<file path="src/hdl/dft_pkg.sv">
// Shared types and codes for the depth-first traversal unit.
package dft_pkg;

    localparam int COUNT_W  = 7;
    localparam int VERTEX_W = 6;
    localparam int KIND_W   = 2;
    localparam int STATUS_W = 2;

    localparam logic [COUNT_W-1:0] COUNT_RESET = 7'd64;

    // Item kinds
    localparam logic [KIND_W-1:0] KIND_ADD   = 2'd0;
    localparam logic [KIND_W-1:0] KIND_RUN   = 2'd1;
    localparam logic [KIND_W-1:0] KIND_CLEAR = 2'd2;

    // Result status codes
    localparam logic [STATUS_W-1:0] RES_FINISHED = 2'd0;
    localparam logic [STATUS_W-1:0] RES_ACCEPTED = 2'd1;
    localparam logic [STATUS_W-1:0] RES_REJECTED = 2'd2;
    localparam logic [STATUS_W-1:0] RES_CLEARED  = 2'd3;

    typedef enum logic [3:0] {
        S_IDLE,
        S_ADD,
        S_CLEAR,
        S_ROOT,
        S_ROOT_HEAD,
        S_STEP,
        S_POP,
        S_EDGE,
        S_PUSH
    } state_t;

    // Address source for the list head memory read port
    typedef enum logic [1:0] {
        HSEL_INPUT,
        HSEL_ROOT,
        HSEL_TARGET
    } head_sel_t;

    typedef struct packed {
        head_sel_t head_sel;
        logic      capture;
        logic      add_commit;
        logic      emit_reject;
        logic      emit_accept;
        logic      clear_graph;
        logic      run_init;
        logic      root_inc;
        logic      mark_root;
        logic      load_root;
        logic      finish_top;
        logic      pop_load;
        logic      edge_adv;
        logic      push;
        logic      push_load;
        logic      flush;
    } cmd_t;

    typedef struct packed {
        logic reject;
        logic root_done;
        logic root_visited;
        logic top_null;
        logic depth_one;
        logic push_ok;
    } stat_t;

endpackage

</file>
<file path="src/hdl/dft_controller.sv">
// Controller: sequences edge loading, clearing and the stack-based walk.
module dft_controller
    import dft_pkg::*;
(
    input  logic              clk,
    input  logic              rst_n,
    input  logic              start,
    input  logic [KIND_W-1:0] kind,
    input  stat_t             stat,
    output cmd_t              cmd,
    output logic              busy
);

    state_t state_reg, state_next;

    always_ff @(posedge clk or negedge rst_n)
    begin
        if (!rst_n)
        begin
            state_reg <= S_IDLE;
        end
        else
        begin
            state_reg <= state_next;
        end
    end

    always_comb
    begin
        cmd          = '0;
        cmd.head_sel = HSEL_INPUT;
        state_next   = state_reg;
        case (state_reg)
            S_IDLE:
            begin
                if (start)
                begin
                    cmd.capture = 1'b1;
                    case (kind)
                        KIND_ADD:   state_next = S_ADD;
                        KIND_RUN:
                        begin
                            cmd.run_init = 1'b1;
                            state_next   = S_ROOT;
                        end
                        KIND_CLEAR: state_next = S_CLEAR;
                        default:    state_next = S_IDLE;
                    endcase
                end
            end
            S_ADD:
            begin
                if (stat.reject)
                begin
                    cmd.emit_reject = 1'b1;
                end
                else
                begin
                    cmd.add_commit  = 1'b1;
                    cmd.emit_accept = 1'b1;
                end
                state_next = S_IDLE;
            end
            S_CLEAR:
            begin
                cmd.clear_graph = 1'b1;
                state_next      = S_IDLE;
            end
            S_ROOT:
            begin
                cmd.head_sel = HSEL_ROOT;
                if (stat.root_done)
                begin
                    cmd.flush  = 1'b1;
                    state_next = S_IDLE;
                end
                else if (stat.root_visited)
                begin
                    cmd.root_inc = 1'b1;
                end
                else
                begin
                    cmd.mark_root = 1'b1;
                    state_next    = S_ROOT_HEAD;
                end
            end
            S_ROOT_HEAD:
            begin
                cmd.load_root = 1'b1;
                cmd.root_inc  = 1'b1;
                state_next    = S_STEP;
            end
            S_STEP:
            begin
                if (stat.top_null)
                begin
                    cmd.finish_top = 1'b1;
                    state_next     = stat.depth_one ? S_ROOT : S_POP;
                end
                else
                begin
                    state_next = S_EDGE;
                end
            end
            S_POP:
            begin
                cmd.pop_load = 1'b1;
                state_next   = S_STEP;
            end
            S_EDGE:
            begin
                cmd.head_sel = HSEL_TARGET;
                cmd.edge_adv = 1'b1;
                if (stat.push_ok)
                begin
                    cmd.push   = 1'b1;
                    state_next = S_PUSH;
                end
                else
                begin
                    state_next = S_STEP;
                end
            end
            S_PUSH:
            begin
                cmd.push_load = 1'b1;
                state_next    = S_STEP;
            end
            default:
            begin
                state_next = S_IDLE;
            end
        endcase
    end

    assign busy = (state_reg != S_IDLE);

endmodule

</file>
<file path="config.mk">
export PLATFORM = sky130hd
export DESIGN_NAME = dft_controller
export DESIGN_NICKNAME = d
export VERILOG_FILES = /design/src/hdl/dft_pkg.sv /design/src/hdl/dft_controller.sv
export SDC_FILE = /design/constraint.sdc
export NUM_CORES = 1
export LEC_CHECK = 0
export BUFFER_PORTS_ARGS = -buffer_cell sky130_fd_sc_hd__buf_2
export CAP_MARGIN = 5
export CORE_MARGIN = 2
export CORE_UTILIZATION = 38
export CTS_BUF_LIST = sky130_fd_sc_hd__clkbuf_16
export DETAILED_ROUTE_END_ITERATION = 8
export GPL_TIMING_DRIVEN = 1
export PLACE_DENSITY = 0.73
export SLEW_MARGIN = 20
export SYNTH_ARGS = -nofsm -noshare
export SYNTH_HDL_FRONTEND = slang
export SYNTH_SLANG_ARGS = --single-unit
</file>
<file path="constraint.sdc">
create_clock -name clk -period 1.2 [get_ports clk]
set_input_delay 0.12 -clock clk [delete_from_list [all_inputs] [get_ports clk]]
set_output_delay 0.12 -clock clk [all_outputs]
set_load 0.02 [all_outputs]
</file>
==> summary.json, run 1 <==
{
  "synthCells": {"value": 57},
  "timing.grt.repair.worst_endpoint": {"value": "cmd[7]"},
  "post_synthesis_sequential_area_ratio": {"value": 0.195},
  "placement.io_buffers": {"value": 28},
  "initial_utilization": {"value": 0.400},
  "ffs_latches_synth": {"value": 4},
  "die-width": {"value": 40.8, "unit": "microns"},
  "dpl_worst_slack": {"value": -161, "unit": "ps"},
  "flow.first_error": {"value": "[ERROR DPL-0038] Utilization greater than 100%, impossible to legalize"},
  "largest_net_degree_at_the_start_of_global_routing": {"value": 9},
  "post_synth_main_area_contributors": {"value": "dfrtp_1 19%, nor4_4 8.3%, and2_1 6.1%"},
  "numCtsBuffers": {"value": 3},
  "core.rowCount": {"value": 13},
  "die-height": {"value": 40.8, "unit": "microns"},
  "dpl.cell_count": {"value": 107},
  "gp_congestion": {"value": 0.753},
  "cts.sink_count": {"value": 4},
  "detailed_place.area": {"value": 807, "unit": "sq um"},
  "cts-root-buf": {"value": "clkbuf_16"},
  "failing_step": {"value": "global routing (5_1_grt)"},
  "synth_top_area_share": {"value": 0.195},
  "yosys_warnings": {"value": 0},
  "run_status": {"value": "stopped before the end"},
  "post_synth_num_cell_types": {"value": 31},
  "mappedNetlistArea": {"value": 514, "unit": "sq um"},
  "hpwlAfterDp": {"value": 1060, "unit": "microns"},
  "syn-num-nets": {"value": 70},
  "io-pin-count": {"value": 29},
  "htree_num_levels": {"value": 1},
  "syn_avg_cell_area": {"value": 9.02, "unit": "sq um"},
  "worstEndpointType": {"value": "primary output"},
  "cts-root-to-sink-buffers": {"value": 2},
  "yosys.area.top_type": {"value": "dfrtp_1"}
}
-- synth_stat cells --
| cell type | instances |
|---|---|
| and4bb_1 | 1 |
| or2b_2 | 1 |
| inv_1 | 2 |
| nor2_1 | 6 |
| dfrtp_1 | 4 |
| and3_1 | 1 |
| o32ai_1 | 1 |
| inv_2 | 1 |
| a21oi_4 | 1 |
| nor3_2 | 1 |
| nor2_2 | 1 |
| nor4bb_1 | 1 |
| nor3_1 | 3 |
| and4b_1 | 1 |
| a21oi_1 | 2 |
| o31ai_1 | 1 |
| a21boi_2 | 1 |
| nor4_2 | 1 |
| ha_1 | 2 |
| nor4b_4 | 1 |
| buf_6 | 2 |
| nand2_1 | 4 |
| nor4_4 | 2 |
| a21oi_2 | 1 |
| buf_2 | 1 |
| o2bb2ai_1 | 1 |
| nor2b_1 | 1 |
| nor4_1 | 1 |
| nand2b_1 | 4 |
| and2_1 | 5 |
| buf_4 | 2 |
-- logic make-up after synthesis --
family | Yosys count | share of synthesized area
AND/OR/NAND/NOR | 35 | 0.513
buffers and inverters | 8 | 0.105
flip-flops | 4 | 0.195
AO/OA/AOI/OAI | 8 | 0.139
adder cells (fa/ha/maj) | 2 | 0.0487
-- metrics by stage --
stage	setup TNS (ps)	util
2_1_floorplan	-1060	-
3_3_place_gp	-985	0.628
3_5_place_dp	-1280	0.628
4_1_cts	-4790	0.903
-- repair_timing --
action,in CTS
pin swaps,17
endpoints found under the setup margin,21
hold buffers,1
setup buffers,11
hold endpoints to repair,4
resized for setup,51
==> inputs of run 2 (changes only) <==
--- a/config.mk
+++ b/config.mk
@@ -7,12 +7,11 @@
 export LEC_CHECK = 0
 export BUFFER_PORTS_ARGS = -buffer_cell sky130_fd_sc_hd__buf_2
 export CAP_MARGIN = 5
-export CORE_MARGIN = 2
-export CORE_UTILIZATION = 38
-export CTS_BUF_LIST = sky130_fd_sc_hd__clkbuf_16
+export CORE_AREA = 2 2 63 65
 export DETAILED_ROUTE_END_ITERATION = 8
+export DIE_AREA = 0 0 65 67
 export GPL_TIMING_DRIVEN = 1
-export PLACE_DENSITY = 0.73
+export PLACE_DENSITY_LB_ADDON = 0.15
 export SLEW_MARGIN = 20
 export SYNTH_ARGS = -nofsm -noshare
 export SYNTH_HDL_FRONTEND = slang
==> constraint.sdc (replaced) <==
create_clock -name clk -period 1.6 [get_ports clk]
set_input_delay 0.16 -clock clk [delete_from_list [all_inputs] [get_ports clk]]
set_output_delay 0.16 -clock clk [all_outputs]
set_load 0.02 [all_outputs]
==> summary.json, run 2 <==
{
  "run_status": {"value": "finished with violations"},
  "failed_checks": {"value": "setup timing"},
  "critPathArrivalTime": {"value": 1470, "unit": "ps"},
  "gp_congestion": {"value": 0.654, "change": "-13%"},
  "ffs_latches_synth": {"value": 4, "change": "unchanged"},
  "ant_nets": {"value": 0},
  "synth.top_cells.by_count": {"value": "6 x nor2_1, 5 x and2_1, 4 x dfrtp_1, 4 x nand2_1, 4 x nand2b_1"},
  "cts.sink_count": {"value": 4, "change": "unchanged"},
  "cp.required": {"value": 1440, "unit": "ps"},
  "numCtsBuffers": {"value": 3, "change": "unchanged"},
  "area_growth_syn_to_layout": {"value": 83.9, "unit": "%"},
  "io-pin-count": {"value": 29, "change": "unchanged"},
  "antenna_found_initial": {"value": 0},
  "flip_flop_count_of_the_largest_register_all_copies_and_words_added": {"value": 4},
  "wl_per_cell": {"value": 10.9, "unit": "microns"},
  "finalInstanceArea": {"value": 946, "unit": "sq um"},
  "syn-num-nets": {"value": 70, "change": "unchanged"},
  "mostFrequentLayoutCells": {"value": "19 x buf_2, 15 x buf_4, 8 x buf_6, 6 x nor2_1"},
  "crit_path_end_kind": {"value": "output port"},
  "die-width": {"value": 65, "unit": "microns", "change": "+59%"},
  "synthCells": {"value": 57, "change": "unchanged"},
  "syn_avg_cell_area": {"value": 9.02, "unit": "sq um", "change": "unchanged"},
  "power.leakage": {"value": 0.000461, "unit": "uW"},
  "global_route.overflow_total": {"value": 0},
  "worst_slack": {"value": -27.8, "unit": "ps"},
  "mappedNetlistArea": {"value": 514, "unit": "sq um", "change": "unchanged"},
  "placement.io_buffers": {"value": 28, "change": "unchanged"},
  "yosys.area.top_type": {"value": "dfrtp_1"},
  "hold_path_class": {"value": "input pin to flop"},
  "drcViolationCount": {"value": 0},
  "share_of_flip_flops_with_an_asynchronous_set_or_reset": {"value": 1.00, "change": "unchanged"},
  "postSynth.topFlopCell": {"value": "dfrtp_1"},
  "cts_tree": {"value": "done"},
  "clock_latency_on_the_worst_skew_pair": {"value": 220, "unit": "ps"},
  "setup_viol_count_final": {"value": 3},
  "timing.critical_path.fanout_max": {"value": 6},
  "layout_cells_sized_above_1": {"value": 0.646},
  "core_region_area": {"value": 3610, "unit": "sq um"},
  "synth_most_common_cell": {"value": "nor2_1"},
  "relSlewSlack": {"value": 0.805},
  "post_synthesis_sequential_area_ratio": {"value": 0.195, "change": "unchanged"},
  "cts-root-to-sink-buffers": {"value": 2, "change": "unchanged"},
  "drt-initial-drc-count": {"value": 17},
  "die-height": {"value": 67, "unit": "microns", "change": "+64%"},
  "synth-edff-count": {"value": 0, "change": "unchanged"},
  "path_clk_slew": {"value": 30, "unit": "ps"},
  "crit_path_start_kind": {"value": "flop"},
  "cts-root-buf": {"value": "clkbuf_8"},
  "core.rowCount": {"value": 22, "change": "+9"},
  "yosys_warnings": {"value": 0, "change": "unchanged"},
  "htree_num_levels": {"value": 1, "change": "unchanged"},
  "grt_pass1_wl": {"value": 2350, "unit": "microns"},
  "post_synth_main_area_contributors": {"value": "dfrtp_1 19%, nor4_4 8.3%, and2_1 6.1%"},
  "max-vdd-ir-drop": {"value": 0.000484, "unit": "V"},
  "antenna_cells": {"value": 0},
  "detailed_route_via_count": {"value": 561},
  "grtUsageTotal": {"value": 0.0741},
  "finalHoldWorstSlack": {"value": 178, "unit": "ps"},
  "layout_min_cycle_time": {"value": 1630, "unit": "ps"},
  "finalCritPeriodShare": {"value": 1.02},
  "drt_pass1_iterations": {"value": 3},
  "dpl_worst_slack": {"value": 70.0, "unit": "ps", "change": "+231 ps"},
  "timing.final.max_slew_violations": {"value": 0},
  "worstMarginPinSlew": {"value": 292, "unit": "ps"},
  "initial_utilization": {"value": 0.143, "change": "-0.258"},
  "fin_setup_tns": {"value": -49.6, "unit": "ps"},
  "route.detailed.vias_per_inst": {"value": 3.82},
  "synth_top_area_share": {"value": 0.195, "change": "unchanged"},
  "post_synth_num_cell_types": {"value": 31, "change": "unchanged"},
  "timing.max_cap.violations": {"value": 0},
  "maxClockFrequency": {"value": 614, "unit": "MHz"},
  "criticalPathCategory": {"value": "flop to output port"},
  "wl": {"value": 1610, "unit": "microns"},
  "power_density_over_cell_area": {"value": 1430, "unit": "nW/um^2"},
  "final_common_cell": {"value": "buf_2"},
  "dieArea": {"value": 4360, "unit": "sq um"},
  "finish.net_count": {"value": 114},
  "hpwlAfterDp": {"value": 1240, "unit": "microns", "change": "+17%"},
  "final-hold-violation-count": {"value": 0},
  "rsz0062_at_grt": {"value": "true"},
  "detailed_place.area": {"value": 746, "unit": "sq um", "change": "-7.6%"},
  "grt_pass1_vias": {"value": 502},
  "totalPowerFinal": {"value": 1350, "unit": "uW"},
  "largest_net_degree_at_the_start_of_global_routing": {"value": 10},
  "timing.clock.skew": {"value": 5.38, "unit": "ps"}
}
## run 2: per-layer routing
layer,up-vias,global-route usage,wire length (microns)
li1,285,-,-
met1,250,0.0897,739
met2,22,0.115,719
met3,4,0.0304,130
met4,0,0.0319,19
met5,-,0,0
## run 2: report_power, final
group          internal (uW)  switching, uW  leakage [uW]  total [uW]
logic                    464            492      0.000390         956
clock network            161           56.0     0.0000216         217
registers                136           40.1     0.0000493         176
total                    761            588      0.000461        1350
## run 2: cells by family (layout without fill, tap and decap cells)
logic type                 count (synthesis)  after routing  synth area share
and+or+nand+nor                           35             35             0.513
AOI/OAI and AO/OA                          8              8             0.139
buffers and inverters                      8             50             0.105
DFF                                        4              4             0.195
adders and majority gates                  2              2            0.0487
## run 2: cell type report
cell class	count	area (sq um)
inverter	3	11.3
timing repair buffer	44	328
fill	405	2660
sequential	4	104
clock buffer	3	41.3
multi-input combinational	45	402
tap	48	60.1
## run 2: per-stage QoR
stage,std cells,utilization
3_3_place_gp,135,0.207
5_1_grt,147,0.262
4_1_cts,139,0.223
3_5_place_dp,135,0.207
2_1_floorplan,57,-
6_report,147,0.262
## run 2: repair_timing
item | CTS | global route
setup endpoints to repair | 11 | 7
hold endpoints to repair | 4 | 0
setup buffers | 0 | 8
pin swaps | 0 | 6
resized for setup | 5 | 21
hold buffers | 1 | 0
## run 2: critical path, stage by stage (launching register included)
cell,delay (ps)
dfrtp_2,450
buf_12,150
nor4_4,320
nor2b_1,180
buf_4,150
## run 2: final timing paths
| path | from | to | slack, ps | depth (start not counted) |
|---|---|---|---|---|
| hold reg to reg | state_reg[1]$_DFFE_PN0P_ | state_reg[1]$_DFFE_PN0P_ | 600 | 1 |
| setup reg to reg | state_reg[3]$_DFFE_PN0P_ | state_reg[0]$_DFFE_PN0P_ | 90 | 7 |
| max in group asynchronous | rst_n | state_reg[0]$_DFFE_PN0P_ | 1160 | 2 |
| setup / recovery | state_reg[3]$_DFFE_PN0P_ | cmd[7] | -30 | 4 |
| min in group asynchronous | rst_n | state_reg[1]$_DFFE_PN0P_ | 290 | 2 |
| hold / removal | stat[0] | state_reg[3]$_DFFE_PN0P_ | 180 | 2 |
No activity file was read; power rests on OpenSTA's default activity.
